<file path="config.mk">
export PLATFORM = sky130hd
export DESIGN_NAME = core_mask_trim
export DESIGN_NICKNAME = d
export VERILOG_FILES = /design/src/design/cmt_pkg.sv /design/src/design/core_mask_trim.sv
export SDC_FILE = /design/constraint.sdc
export NUM_CORES = 1
export LEC_CHECK = 0
export ABC_AREA = 1
export BUFFER_PORTS_ARGS = -buffer_cell sky130_fd_sc_hd__clkbuf_2
export CORE_AREA = 2 2 152 302
export DETAILED_ROUTE_END_ITERATION = 7
export DIE_AREA = 0 0 154 304
export PLACE_DENSITY_LB_ADDON = 0.25
export SETUP_SLACK_MARGIN = 0.2
export SLEW_MARGIN = 20
export SYNTH_ARGS = -nofsm -noshare
export SYNTH_HDL_FRONTEND = slang
export SYNTH_SLANG_ARGS = --single-unit
</file>
<file path="constraint.sdc">
create_clock -name clk -period 6.98 [get_ports clk]
set_clock_uncertainty 0.05 [all_clocks]
set_input_delay 0.349 -clock clk [delete_from_list [all_inputs] [get_ports clk]]
set_output_delay 0.349 -clock clk [all_outputs]
set_load 0.01 [all_outputs]
</file>
<file path="src/design/cmt_pkg.sv">
`timescale 1ns / 1ps
`default_nettype none
// ----------------------------------------------------------------------------
// cmt_pkg: shared types, constants and microcode for the core mask trimmer
// Holds the payload structs, status and register codes, and the control
// store that sequences one trim request through the datapath.
// ----------------------------------------------------------------------------
package cmt_pkg;

    localparam int MASK_W      = 64;
    localparam int MIDX_W      = 6;
    localparam int POS_W       = 7;
    localparam int NB_W        = 11;
    localparam int CPU_W       = 16;
    localparam int THR_W       = 8;
    localparam int STAT_W      = 2;
    localparam int CORE_BITS   = 64;
    localparam int MAX_SOCKETS_DEF = 8;
    localparam int CFG_IDX_W   = 1;
    localparam int CFG_DATA_W  = 8;
    localparam int UPC_W       = 4;
    localparam int OP_W        = 4;
    localparam int COND_W      = 4;

    // Status codes.
    localparam logic [STAT_W-1:0] ST_OK    = 2'd0;
    localparam logic [STAT_W-1:0] ST_SHORT = 2'd1;
    localparam logic [STAT_W-1:0] ST_WIDE  = 2'd2;

    // Configuration register indexes.
    localparam logic [CFG_IDX_W-1:0] REG_MODE    = 1'd0;
    localparam logic [CFG_IDX_W-1:0] REG_THREADS = 1'd1;

    // Microcode step addresses.
    localparam logic [UPC_W-1:0] U_IDLE = 4'd0;
    localparam logic [UPC_W-1:0] U_NB   = 4'd1;
    localparam logic [UPC_W-1:0] U_CHK  = 4'd2;
    localparam logic [UPC_W-1:0] U_ZERO = 4'd3;
    localparam logic [UPC_W-1:0] U_MODE = 4'd4;
    localparam logic [UPC_W-1:0] U_BLK  = 4'd5;
    localparam logic [UPC_W-1:0] U_INIT = 4'd6;
    localparam logic [UPC_W-1:0] U_NEWR = 4'd7;
    localparam logic [UPC_W-1:0] U_CYC  = 4'd8;
    localparam logic [UPC_W-1:0] U_RND  = 4'd9;
    localparam logic [UPC_W-1:0] U_FIN  = 4'd10;
    localparam logic [UPC_W-1:0] U_WIDE = 4'd11;

    // Datapath operations.
    localparam logic [OP_W-1:0] OP_NONE = 4'd0;
    localparam logic [OP_W-1:0] OP_LOAD = 4'd1;
    localparam logic [OP_W-1:0] OP_NB   = 4'd2;
    localparam logic [OP_W-1:0] OP_CHK  = 4'd3;
    localparam logic [OP_W-1:0] OP_CLR  = 4'd4;
    localparam logic [OP_W-1:0] OP_BLK  = 4'd5;
    localparam logic [OP_W-1:0] OP_INIT = 4'd6;
    localparam logic [OP_W-1:0] OP_NEWR = 4'd7;
    localparam logic [OP_W-1:0] OP_CYC  = 4'd8;
    localparam logic [OP_W-1:0] OP_FIN  = 4'd9;
    localparam logic [OP_W-1:0] OP_WIDE = 4'd10;

    // Branch conditions.
    localparam logic [COND_W-1:0] C_NEVER    = 4'd0;
    localparam logic [COND_W-1:0] C_ALWAYS   = 4'd1;
    localparam logic [COND_W-1:0] C_START    = 4'd2;
    localparam logic [COND_W-1:0] C_WIDE     = 4'd3;
    localparam logic [COND_W-1:0] C_ZERO     = 4'd4;
    localparam logic [COND_W-1:0] C_CYCLIC   = 4'd5;
    localparam logic [COND_W-1:0] C_BLK_END  = 4'd6;
    localparam logic [COND_W-1:0] C_S_END    = 4'd7;
    localparam logic [COND_W-1:0] C_MORE     = 4'd8;
    localparam logic [COND_W-1:0] C_OUT_FREE = 4'd9;

    typedef struct packed {
        logic [MASK_W-1:0] core_mask;
        logic [3:0]        socket_count;
        logic [6:0]        cores_per_socket;
        logic [THR_W-1:0]  node_threads;
        logic [CPU_W-1:0]  cpu_count;
    } cmt_in_t;

    typedef struct packed {
        logic [MASK_W-1:0] kept_mask;
        logic [STAT_W-1:0] status;
    } cmt_out_t;

    // One control word: the operation, a branch condition with its target,
    // and whether a false condition holds the step or falls through.
    typedef struct packed {
        logic [OP_W-1:0]   op;
        logic [COND_W-1:0] cond;
        logic [UPC_W-1:0]  target;
        logic              stay;
    } ctl_word_t;

    function automatic ctl_word_t ucode(input logic [UPC_W-1:0] step);
        ctl_word_t w;
        begin
            case (step)
                U_IDLE:  w = '{op: OP_LOAD, cond: C_START,    target: U_NB,   stay: 1'b1};
                U_NB:    w = '{op: OP_NB,   cond: C_NEVER,    target: U_IDLE, stay: 1'b0};
                U_CHK:   w = '{op: OP_CHK,  cond: C_WIDE,     target: U_WIDE, stay: 1'b0};
                U_ZERO:  w = '{op: OP_NONE, cond: C_ZERO,     target: U_FIN,  stay: 1'b0};
                U_MODE:  w = '{op: OP_CLR,  cond: C_CYCLIC,   target: U_INIT, stay: 1'b0};
                U_BLK:   w = '{op: OP_BLK,  cond: C_BLK_END,  target: U_FIN,  stay: 1'b1};
                U_INIT:  w = '{op: OP_INIT, cond: C_S_END,    target: U_NEWR, stay: 1'b1};
                U_NEWR:  w = '{op: OP_NEWR, cond: C_NEVER,    target: U_IDLE, stay: 1'b0};
                U_CYC:   w = '{op: OP_CYC,  cond: C_S_END,    target: U_RND,  stay: 1'b1};
                U_RND:   w = '{op: OP_NONE, cond: C_MORE,     target: U_NEWR, stay: 1'b0};
                U_FIN:   w = '{op: OP_FIN,  cond: C_OUT_FREE, target: U_IDLE, stay: 1'b1};
                U_WIDE:  w = '{op: OP_WIDE, cond: C_OUT_FREE, target: U_IDLE, stay: 1'b1};
                default: w = '{op: OP_NONE, cond: C_ALWAYS,   target: U_IDLE, stay: 1'b0};
            endcase
            return w;
        end
    endfunction

    // Subtraction that stops at zero.
    function automatic logic [CPU_W-1:0] sat_sub(input logic [CPU_W-1:0] a,
                                                 input logic [THR_W-1:0] b);
        logic [CPU_W-1:0] bx;
        begin
            bx = CPU_W'(b);
            return (a < bx) ? '0 : a - bx;
        end
    endfunction

endpackage
`default_nettype wire

</file>
<file path="src/design/core_mask_trim.sv">
`timescale 1ns / 1ps
`default_nettype none
// ----------------------------------------------------------------------------
// core_mask_trim: trims a node's available-core mask to the cores a job needs
// A microcoded sequencer walks the mask one core bit per cycle, in block
// order or round by round across sockets, and returns the kept mask.
// ----------------------------------------------------------------------------
// Usage:
//   A request enters on in_valid/in_ready and carries the core mask, socket
//   and core counts, threads per core and CPUs wanted. One result per request
//   leaves on out_valid/out_ready. The cfg channel writes the trim mode and
//   thread limit; it is always ready. The user must see that it is written
//   only while idle; the block itself does not enforce this. in_ready is high
//   only while the sequencer sits in its idle step, so one request is worked
//   at a time, but a finished result waits in the output register while the
//   next request is taken and processed. The time a request takes grows with
//   the bit-serial walk of the layout (nb = sockets times cores per socket)
//   and, in cyclic mode, with the number of rounds; an oversized layout or
//   zero CPUs wanted skips the walk. The next request is taken in the cycle
//   after the result is written at the earliest. If the receiver stalls, the
//   sequencer holds in its final step until the output register frees up.
//   Reset returns the sequencer to idle, empties the output register and
//   sets mode 0 and thread limit 1.
// ----------------------------------------------------------------------------
module core_mask_trim #(
    parameter int MAX_SOCKETS = cmt_pkg::MAX_SOCKETS_DEF
) (
    input  wire logic                              clk,
    input  wire logic                              rst_n,
    input  wire logic                              in_valid,
    output logic                                   in_ready,
    input  wire cmt_pkg::cmt_in_t                  in_data,
    output logic                                   out_valid,
    input  wire logic                              out_ready,
    output cmt_pkg::cmt_out_t                      out_data,
    input  wire logic                              cfg_valid,
    output logic                                   cfg_ready,
    input  wire logic [cmt_pkg::CFG_IDX_W-1:0]     cfg_index,
    input  wire logic [cmt_pkg::CFG_DATA_W-1:0]    cfg_data
);

    localparam int SC_W = $clog2(MAX_SOCKETS + 1);
    localparam int SI_W = (MAX_SOCKETS > 1) ? $clog2(MAX_SOCKETS) : 1;

    // Configuration registers.
    logic                        mode_reg;
    logic [cmt_pkg::THR_W-1:0]   thr_reg;

    // Sequencer.
    logic [cmt_pkg::UPC_W-1:0]   upc_reg, upc_next;
    cmt_pkg::ctl_word_t          ctl;
    logic                        cond_hit;

    // Datapath.
    logic [cmt_pkg::MASK_W-1:0]  avail_reg, avail_next;
    logic [3:0]                  socks_reg, socks_next;
    logic [6:0]                  cps_reg, cps_next;
    logic [cmt_pkg::THR_W-1:0]   nthr_reg, nthr_next;
    logic [cmt_pkg::CPU_W-1:0]   cpus_reg, cpus_next;
    logic [cmt_pkg::NB_W-1:0]    nb_reg, nb_next;
    logic [cmt_pkg::THR_W-1:0]   tpc_reg, tpc_next;
    logic [cmt_pkg::MASK_W-1:0]  kept_reg, kept_next;
    logic [cmt_pkg::POS_W-1:0]   k_reg, k_next;
    logic [SC_W-1:0]             s_reg, s_next;
    logic [cmt_pkg::POS_W-1:0]   base_reg, base_next;
    logic                        any_reg, any_next;
    logic [cmt_pkg::CPU_W-1:0]   before_reg, before_next;

    logic [cmt_pkg::POS_W-1:0]   pos_reg [MAX_SOCKETS];
    logic [cmt_pkg::POS_W-1:0]   end_reg [MAX_SOCKETS];
    logic                        pos_wr;
    logic [cmt_pkg::POS_W-1:0]   pos_wdata;
    logic                        end_wr;
    logic [cmt_pkg::POS_W-1:0]   end_wdata;

    logic                        out_valid_reg, out_valid_next;
    cmt_pkg::cmt_out_t           out_data_reg, out_data_next;

    logic [cmt_pkg::MASK_W-1:0]  layout_mask;
    logic [SC_W-1:0]             socks_s;
    logic [SI_W-1:0]             sidx;
    logic [cmt_pkg::POS_W-1:0]   pos_rd;
    logic [cmt_pkg::POS_W-1:0]   end_rd;
    logic [cmt_pkg::POS_W-1:0]   nb_pos;
    logic                        s_end;
    logic                        blk_end;
    logic                        out_free;

    assign ctl       = cmt_pkg::ucode(upc_reg);
    assign in_ready  = (upc_reg == cmt_pkg::U_IDLE);
    assign cfg_ready = 1'b1;
    assign out_valid = out_valid_reg;
    assign out_data  = out_data_reg;

    assign socks_s  = SC_W'(socks_reg);
    assign sidx     = s_reg[SI_W-1:0];
    assign pos_rd   = pos_reg[sidx];
    assign end_rd   = end_reg[sidx];
    assign nb_pos   = nb_reg[cmt_pkg::POS_W-1:0];
    assign s_end    = (s_reg == socks_s);
    assign blk_end  = (k_reg == nb_pos) || (cpus_reg == '0);
    assign out_free = !out_valid_reg || out_ready;

    always_comb
    begin
        for (int i = 0; i < cmt_pkg::MASK_W; i++)
        begin
            layout_mask[i] = (cmt_pkg::NB_W'(i) < nb_reg);
        end
    end

    always_comb
    begin
        case (ctl.cond)
            cmt_pkg::C_NEVER:    cond_hit = 1'b0;
            cmt_pkg::C_ALWAYS:   cond_hit = 1'b1;
            cmt_pkg::C_START:    cond_hit = in_valid;
            cmt_pkg::C_WIDE:     cond_hit = (nb_reg > cmt_pkg::NB_W'(cmt_pkg::CORE_BITS))
                                         || (5'(socks_reg) > 5'(MAX_SOCKETS));
            cmt_pkg::C_ZERO:     cond_hit = (cpus_reg == '0);
            cmt_pkg::C_CYCLIC:   cond_hit = mode_reg;
            cmt_pkg::C_BLK_END:  cond_hit = blk_end;
            cmt_pkg::C_S_END:    cond_hit = s_end;
            cmt_pkg::C_MORE:     cond_hit = any_reg && (before_reg != cpus_reg)
                                         && (cpus_reg != '0);
            cmt_pkg::C_OUT_FREE: cond_hit = out_free;
            default:             cond_hit = 1'b0;
        endcase
    end

    always_comb
    begin
        if (cond_hit)
        begin
            upc_next = ctl.target;
        end
        else if (ctl.stay)
        begin
            upc_next = upc_reg;
        end
        else
        begin
            upc_next = upc_reg + 1'b1;
        end
    end

    always_comb
    begin
        avail_next     = avail_reg;
        socks_next     = socks_reg;
        cps_next       = cps_reg;
        nthr_next      = nthr_reg;
        cpus_next      = cpus_reg;
        nb_next        = nb_reg;
        tpc_next       = tpc_reg;
        kept_next      = kept_reg;
        k_next         = k_reg;
        s_next         = s_reg;
        base_next      = base_reg;
        any_next       = any_reg;
        before_next    = before_reg;
        pos_wr         = 1'b0;
        pos_wdata      = pos_rd;
        end_wr         = 1'b0;
        end_wdata      = end_rd;
        out_valid_next = out_valid_reg && !out_ready;
        out_data_next  = out_data_reg;

        case (ctl.op)
            cmt_pkg::OP_NONE:
            begin
            end
            cmt_pkg::OP_LOAD:
            begin
                if (in_valid)
                begin
                    avail_next = in_data.core_mask;
                    socks_next = in_data.socket_count;
                    cps_next   = in_data.cores_per_socket;
                    nthr_next  = in_data.node_threads;
                    cpus_next  = in_data.cpu_count;
                end
            end
            cmt_pkg::OP_NB:
            begin
                nb_next  = cmt_pkg::NB_W'(socks_reg) * cmt_pkg::NB_W'(cps_reg);
                tpc_next = (thr_reg < nthr_reg) ? thr_reg : nthr_reg;
            end
            cmt_pkg::OP_CHK:
            begin
                avail_next = avail_reg & layout_mask;
                kept_next  = '0;
            end
            cmt_pkg::OP_CLR:
            begin
                k_next    = '0;
                s_next    = '0;
                base_next = '0;
            end
            cmt_pkg::OP_BLK:
            begin
                if (!blk_end)
                begin
                    if (avail_reg[k_reg[cmt_pkg::MIDX_W-1:0]])
                    begin
                        kept_next = kept_reg
                                  | (cmt_pkg::MASK_W'(1) << k_reg[cmt_pkg::MIDX_W-1:0]);
                        cpus_next = cmt_pkg::sat_sub(cpus_reg, tpc_reg);
                    end
                    k_next = k_reg + 1'b1;
                end
            end
            cmt_pkg::OP_INIT:
            begin
                // Lay out each socket's scan window: start at its first core.
                if (!s_end)
                begin
                    pos_wr    = 1'b1;
                    pos_wdata = base_reg;
                    end_wr    = 1'b1;
                    end_wdata = base_reg + cps_reg;
                    base_next = base_reg + cps_reg;
                    s_next    = s_reg + 1'b1;
                end
            end
            cmt_pkg::OP_NEWR:
            begin
                s_next      = '0;
                any_next    = 1'b0;
                before_next = cpus_reg;
            end
            cmt_pkg::OP_CYC:
            begin
                // One bit per cycle: skip a clear core, or keep a set one and
                // move to the next socket; an exhausted socket is passed over.
                if (!s_end)
                begin
                    if (pos_rd == end_rd)
                    begin
                        s_next = s_reg + 1'b1;
                    end
                    else if (avail_reg[pos_rd[cmt_pkg::MIDX_W-1:0]])
                    begin
                        kept_next = kept_reg
                                  | (cmt_pkg::MASK_W'(1) << pos_rd[cmt_pkg::MIDX_W-1:0]);
                        cpus_next = cmt_pkg::sat_sub(cpus_reg, tpc_reg);
                        pos_wr    = 1'b1;
                        pos_wdata = pos_rd + 1'b1;
                        any_next  = 1'b1;
                        s_next    = s_reg + 1'b1;
                    end
                    else
                    begin
                        pos_wr    = 1'b1;
                        pos_wdata = pos_rd + 1'b1;
                    end
                end
            end
            cmt_pkg::OP_FIN:
            begin
                if (out_free)
                begin
                    out_valid_next = 1'b1;
                    if (cpus_reg != '0)
                    begin
                        out_data_next.kept_mask = avail_reg;
                        out_data_next.status    = cmt_pkg::ST_SHORT;
                    end
                    else
                    begin
                        out_data_next.kept_mask = kept_reg;
                        out_data_next.status    = cmt_pkg::ST_OK;
                    end
                end
            end
            cmt_pkg::OP_WIDE:
            begin
                if (out_free)
                begin
                    out_valid_next          = 1'b1;
                    out_data_next.kept_mask = '0;
                    out_data_next.status    = cmt_pkg::ST_WIDE;
                end
            end
            default:
            begin
            end
        endcase
    end

    always_ff @(posedge clk or negedge rst_n)
    begin
        if (!rst_n)
        begin
            upc_reg       <= cmt_pkg::U_IDLE;
            out_valid_reg <= 1'b0;
            mode_reg      <= 1'b0;
            thr_reg       <= cmt_pkg::THR_W'(1);
        end
        else
        begin
            upc_reg       <= upc_next;
            out_valid_reg <= out_valid_next;
            if (cfg_valid && cfg_ready)
            begin
                case (cfg_index)
                    cmt_pkg::REG_MODE:    mode_reg <= cfg_data[0];
                    cmt_pkg::REG_THREADS: thr_reg  <= cfg_data;
                    default:
                    begin
                    end
                endcase
            end
        end
    end

    always_ff @(posedge clk)
    begin
        avail_reg    <= avail_next;
        socks_reg    <= socks_next;
        cps_reg      <= cps_next;
        nthr_reg     <= nthr_next;
        cpus_reg     <= cpus_next;
        nb_reg       <= nb_next;
        tpc_reg      <= tpc_next;
        kept_reg     <= kept_next;
        k_reg        <= k_next;
        s_reg        <= s_next;
        base_reg     <= base_next;
        any_reg      <= any_next;
        before_reg   <= before_next;
        out_data_reg <= out_data_next;
        if (pos_wr)
        begin
            pos_reg[sidx] <= pos_wdata;
        end
        if (end_wr)
        begin
            end_reg[sidx] <= end_wdata;
        end
    end

`ifndef SYNTHESIS
    a_wide_empty: assert property (@(posedge clk) disable iff (!rst_n)
        (out_valid_reg && out_data_reg.status == cmt_pkg::ST_WIDE)
            |-> (out_data_reg.kept_mask == '0))
        else $error("wide layout result carries a nonzero mask");

    a_socket_bound: assert property (@(posedge clk) disable iff (!rst_n)
        (upc_reg == cmt_pkg::U_CYC) |-> (s_reg <= socks_s))
        else $error("socket index ran past the socket count");

    a_cpus_monotonic: assert property (@(posedge clk) disable iff (!rst_n)
        (upc_reg == cmt_pkg::U_BLK || upc_reg == cmt_pkg::U_CYC)
            |=> (cpus_reg <= $past(cpus_reg)))
        else $error("remaining CPU count grew during a walk");

    a_kept_subset: assert property (@(posedge clk) disable iff (!rst_n)
        (upc_reg == cmt_pkg::U_FIN) |-> ((kept_reg & ~avail_reg) == '0))
        else $error("kept mask holds a core that is not available");

    a_pos_in_window: assert property (@(posedge clk) disable iff (!rst_n)
        (upc_reg == cmt_pkg::U_CYC && s_reg < socks_s) |-> (pos_rd <= end_rd))
        else $error("socket scan position passed the end of its socket");
`endif

endmodule
`default_nettype wire

</file>
# [After elaboration in Yosys (flattened, before gate mapping)]
# Memories as Yosys holds them, arrays and structs flattened. A register that Yosys moved wholly into a read port is not among the register bits.
# Cells that the tools add are included.
[word_totals] reg_bits=297 latchBits=0 ramBits=112 romBits=208 in_bits=113 out_inout_bits=69 word_cells=231 memories=3
[mem_list] name="(name not given)" depth=16 word_bits=13 read_ports=1 rd_ports_with_merged_regs=0 write_ports=0 line="cmt_pkg.sv:98" text="case (step)"
[mem_list] name="end_reg" depth=8 word_bits=7 read_ports=1 rd_ports_with_merged_regs=1 write_ports=1 line="core_mask_trim.sv:70" text="logic [cmt_pkg::POS_W-1:0] end_reg [MAX_SOCKETS];"
[mem_list] name="pos_reg" depth=8 word_bits=7 read_ports=1 rd_ports_with_merged_regs=1 write_ports=1 line="core_mask_trim.sv:69" text="logic [cmt_pkg::POS_W-1:0] pos_reg [MAX_SOCKETS];"
[op_classes] n_addsub=6 multipliers=1 n_div=0 magnitude_cmp=70 n_eq_ne=34 n_shift=2 n_mux=60 bitwise=4 n_reduce_logical=32
[ops] operator="$mux W64" count=6
[ops] operator="$lt A6 B11 Y1 const A" count=32
[ops] operator="$mux W66" count=3
[ops] operator="$pmux W64 S3" count=1
[ops] operator="$lt A5 B11 Y1 const A" count=16
[ops] operator="$pmux W66 S2" count=1
[ops] operator="$or A64 B64 Y64" count=2
[ops] operator="$pmux W64 S2" count=1
[ops] operator="$shl A1 B6 Y64 const A" count=2
[ops] operator="$mux W16" count=7
[ops] operator="$lt A4 B11 Y1 const A" count=8
[ops] operator="$and A64 B64 Y64" count=1
[ops] operator="$mux W7" count=7
[ops] operator="$pmux W16 S3" count=1
[ops] operator="$lt A3 B11 Y1 const A" count=4
[ops] operator="$pmux W7 S2" count=3
[ops] operator="$eq A4 B3 Y1 const B" count=8
[ops] operator="$mux W4" count=6
[ops] operator="$lt A1 B11 Y1 const A" count=2
[ops] operator="$lt A2 B11 Y1 const A" count=2
[ops] operator="$eq A4 B4 Y1 const B" count=5
[ops] operator="$ne A2 B2 Y1 const B" count=9
[ops] operator="$eq A4 B2 Y1 const B" count=4
[ops] operator="$logic_not A16 Y1" count=1
[ops] operator="other kinds (37)" count=77

# [Longest topological paths before layout]
[depth] depth_word=7 ltp_mapped=20 depth_no_buf=18

# [Least setup slack after synthesis]
# OpenSTA, ideal clock, no wires.
[synth_timing] path_type="reg-to-reg" startpoint="register upc_reg[0] (netlist bit)" endpoint="register out_data_reg (netlist bit out_data[0]) (enable)" arrival_ns=4.768 setup_slack_ns=1.672 stages_incl_launch_ff=11 period_less_slack_ns=5.308 path_cell_list="dfrtp_1 -> inv_1 -> ha_1 -> inv_1 -> o221ai_2 -> nand2_1 -> clkbuf_1 -> nor2_1 -> clkbuf_1 -> a21oi_1 -> nor2_1"
[synth_between] elab_chain_cells=4 elab_cells_between_ends=7 classes_between="eq/ne (4); reduce/logical (2); memory (1)"
[synth_rtl] item="start, declared" line="core_mask_trim.sv:50" text="logic [cmt_pkg::UPC_W-1:0] upc_reg, upc_next;"
[synth_rtl] item="start signal, assigned" line="core_mask_trim.sv:295" text="upc_reg <= cmt_pkg::U_IDLE;"
[synth_rtl] item="start signal, assigned" line="core_mask_trim.sv:302" text="upc_reg <= upc_next;"
[synth_rtl] item="$mem_v2 Z16 W13 *"
[synth_rtl] item="$eq A4 B4 Y1" line="core_mask_trim.sv:169" text="case (ctl.op)"
[synth_rtl] item="$ne A2 B2 Y1 (no line) or $reduce_bool A2 Y1 (tied branches)"
[synth_rtl] item="$reduce_and A3 Y1 (no line) *"
[synth_rtl] item="end signal, assigned" line="core_mask_trim.sv:332" text="out_data_reg <= out_data_next;"
[synth_rtl] item="end, declared" line="core_mask_trim.sv:77" text="cmt_pkg::cmt_out_t out_data_reg, out_data_next;"
# Mark *: on every way between the ends. The rest lies on a longest branch, timed or not.
# A chain may end at the register's enable or synchronous reset.

==> flow_metrics.tcl <==
set metrics [dict create \
    vias 17700 \
    async_flop_share_pct 3.40 \
    synth.mux.area_fraction_pct 0.359 \
    synth.distinct_cells 56 \
    fin_setup_tns_ns 0 \
    crit_path_max_incr_delay_ns 0.76 \
    grt_pass1_vias 16900 \
    drc 0 \
    diodes 0 \
    path_clk_slew_ns 0.07 \
    clock_latency_ns 0.56 \
    netlist_area_um2 22000 \
    synth_area_per_cell_um2 9.44 \
    drive_gt1_share_pct 13.3 \
    synthXorXnorAreaFrac_pct 2.51 \
    syn_nets 2503 \
    crit_type "reg -> reg" \
    antenna_found_initial 0 \
    dpl.hpwl_um 47100 \
    cpMaxStageDelayCell "dfxtp_2" \
    path_cells "inv_4 -> nand2_1 -> nand3_1 -> nand3_1 -> buf_4 -> nand2_1 -> buf_4 -> o21ai_0 -> nand2_1 -> nand3_1 -> nand3_1 -> nand3_1 -> nand2_1 -> nand2_1 -> nand2_1 -> nor2_4 -> buf_4" \
    status "completed" \
    yosys_warnings 0 \
    portBuffers 180 \
    design_area_um2 24800 \
    worst_pin_slew_ns 1.07 \
    cap_violations 0 \
    slew_viol_final 0 \
    post_cts_buffers 0 \
    crit_family "buffers and inverters" \
    ys_seq_elements 412 \
    dieArea_um2 46800 \
    start_util_pct 49.1 \
    wirelength_um 65700 \
    cts_sinks 412 \
    io_pins 182 \
    largest_reg_flops 66 \
    post_drt_wl_per_cell_um 21.4 \
    dr.pass1.iters 8 \
    nNetsFinal 2663 \
    min_from "in_data[58]" \
    viasPerCell 5.74 \
    antenna_left 0 \
    required_ns 7.11 \
    rsz0062_at_grt "false" \
    finalSetupViolCount 0 \
    grt_pass1_wl_um 99400 \
    fmax_ghz 0.210 \
    place_area_um2 23200 \
    grt_max_degree 99 \
    hp-class "in -> reg" \
    irDropWorstVdd_v 0.000385 \
    area_delta_synth_final_pct 12.8 \
    cp_num_buf_inv 4 \
    overflow 0 \
    cts_tree "done" \
    fin_crit_sh_pct 68.3 \
    htreeDepth 2 \
    core_area_um2 44700 \
    gp_congestion 0.951 \
    synth_edf_count 395 \
    start_kind "flop" \
    fp.dieW_um 154 \
    yosys.area_share.simple_pct 17.6 \
    cp.arrival_ns 4.90 \
    relSlewSlack_pct 28.3 \
    die_y_um 304 \
    synth_compound_area_share_pct 13.1 \
    end_kind "flop" \
    first_iter_violations 1988 \
    post-route-min-period_ns 4.77 \
    rows 110 \
    cts_buffers 37 \
    cts-root-buf "clkbuf_16" \
    hold_viol 0 \
    ys_seq_area_share_pct 55.8 \
    synthCells 2330 \
    synth_top_family_by_area "simple AND/OR/NAND/NOR gates" \
    p_total_w 0.0133 \
    track_usage_pct 27.7 \
    ys.flop_type "edfxtp_1" \
    power_per_cell_area_nw_per_um2 536 \
    final_core_util_pct 55.4 \
    p_leak_nw 10.1 \
    synth-adder-area-share_pct 3.82 \
    path_max_fanout 64 \
    clock_path_buffers 3 \
    cp_common_cell "nand2_1" \
]
==> worst paths after layout <==
check | endpoint | slack (ns) | depth (start not counted)
worst min-delay path | avail_reg[23] | 0.02 | 3
worst max register to register | kept_reg[56] | 2.21 | 17
min in group asynchronous | upc_reg[2] | 0.20 | 2
worst max-delay path | kept_reg[56] | 2.21 | 17
worst min register to register | thr_reg[0] | 0.44 | 2
max in group asynchronous | thr_reg[0] | 6.37 | 2
==> metal layers <==
metal | vias up | track usage, % | part of all wire (%)
met4 | 0 | 14.6 | 6.0
met3 | 175 | 3.80 | 8.4
met1 | 8278 | 37.4 | 40
met5 | - | 0 | 0
met2 | 896 | 43.7 | 46
li1 | 8305 | - | -
==> layout make-up <==
cell class | instances | area (um2)
Tap cell | 560 | 701
Inverter | 253 | 952
Fill cell | 3925 | 19900
Timing Repair Buffer | 230 | 1360
Clock inverter | 25 | 289
Multi-Input combinational cell | 1556 | 8260
Sequential cell | 412 | 12300
Clock buffer | 41 | 962
==> cells in the final DEF, fill, tap and decap left out, types with 12 or more instances in the layout <==
| master | count |
|---|---|
| nand2_1 | 468 |
| edfxtp_1 | 395 |
| nor2_1 | 283 |
| inv_1 | 230 |
| clkbuf_2 | 180 |
| o21ai_0 | 155 |
| a21oi_1 | 139 |
| nand3_1 | 112 |
| a211oi_1 | 48 |
| ha_1 | 48 |
| o22ai_1 | 42 |
| clkbuf_16 | 38 |
| xor2_1 | 33 |
| dlygate4sd3_1 | 32 |
| xnor2_1 | 30 |
| o211ai_1 | 27 |
| o21ai_1 | 23 |
| inv_2 | 19 |
| buf_4 | 18 |
| nor2_2 | 16 |
| nand4_1 | 15 |
| o31ai_1 | 13 |
| dfrtp_1 | 13 |
| nand2_2 | 12 |
| fa_1 | 12 |
==> kinds of logic after synthesis <==
kind of cell,after synthesis
flip-flops,412
XOR/XNOR,63
buffers and inverters,362
AND/OR/NAND/NOR,937
other,1
AO/OA/AOI/OAI,488
multiplexers,7
adder cells (fa/ha/maj),60
==> worst reg2reg max path: cells and delay by family, from the launching register on <==
| kind | cells | cell delay (ns) |
|---|---|---|
| AOI/OAI and AO/OA | 1 | 0.21 |
| buffers and inverters | 4 | 1.69 |
| and+or+nand+nor | 12 | 1.63 |
| DFF | 1 | 0.76 |
==> synthesized netlist by cell type, types with 6 or more instances <==
cell / count / area share [%]
inv_1: 230 / 3.9
nor2_2: 16 / 0.46
o211ai_1: 27 / 0.92
inv_2: 18 / 0.31
nor3_1: 8 / 0.18
a22o_1: 6 / 0.24
nand2_1: 469 / 8.0
dfrtp_1: 13 / 1.5
xor2_1: 33 / 1.3
o21ai_1: 23 / 0.52
buf_1: 8 / 0.14
a21oi_1: 139 / 3.2
nand2_2: 11 / 0.31
xnor2_1: 30 / 1.2
nand4_1: 15 / 0.43
fa_1: 12 / 1.1
nand3_1: 112 / 2.5
o22ai_1: 42 / 1.2
clkbuf_1: 65 / 1.1
mux2_2: 7 / 0.36
a211oi_1: 48 / 1.6
buf_6: 11 / 0.56
ha_1: 48 / 2.7
edfxtp_1: 395 / 54
o21ai_0: 155 / 3.5
o31ai_1: 13 / 0.44
nor2_1: 287 / 4.9
buf_2: 20 / 0.46
==> metrics by stage <==
step                      cells  setup WS [ns]  hold WS [ns]
after global routing       3077           1.92        0.0121
after CTS                  3077           2.32       0.00375
after detailed placement   2979           2.33         0.224
after global placement     2979           2.37         0.221
final                      3077           2.21        0.0201
after floorplan            2330           1.67       0.00341
==> power by group <==
group | total, W | leakage (nW) | switching, W | internal, W
sequential | 0.00518 | 3.84 | 0.000910 | 0.00427
combinational | 0.00594 | 5.62 | 0.00422 | 0.00172
clock | 0.00218 | 0.616 | 0.000953 | 0.00122
==> timing repair <==
item,in CTS,in global routing
gates resized for setup,0,0
hold buffers,32,0
hold endpoints to repair,44,0
Power figures use the tool's default switching activity.
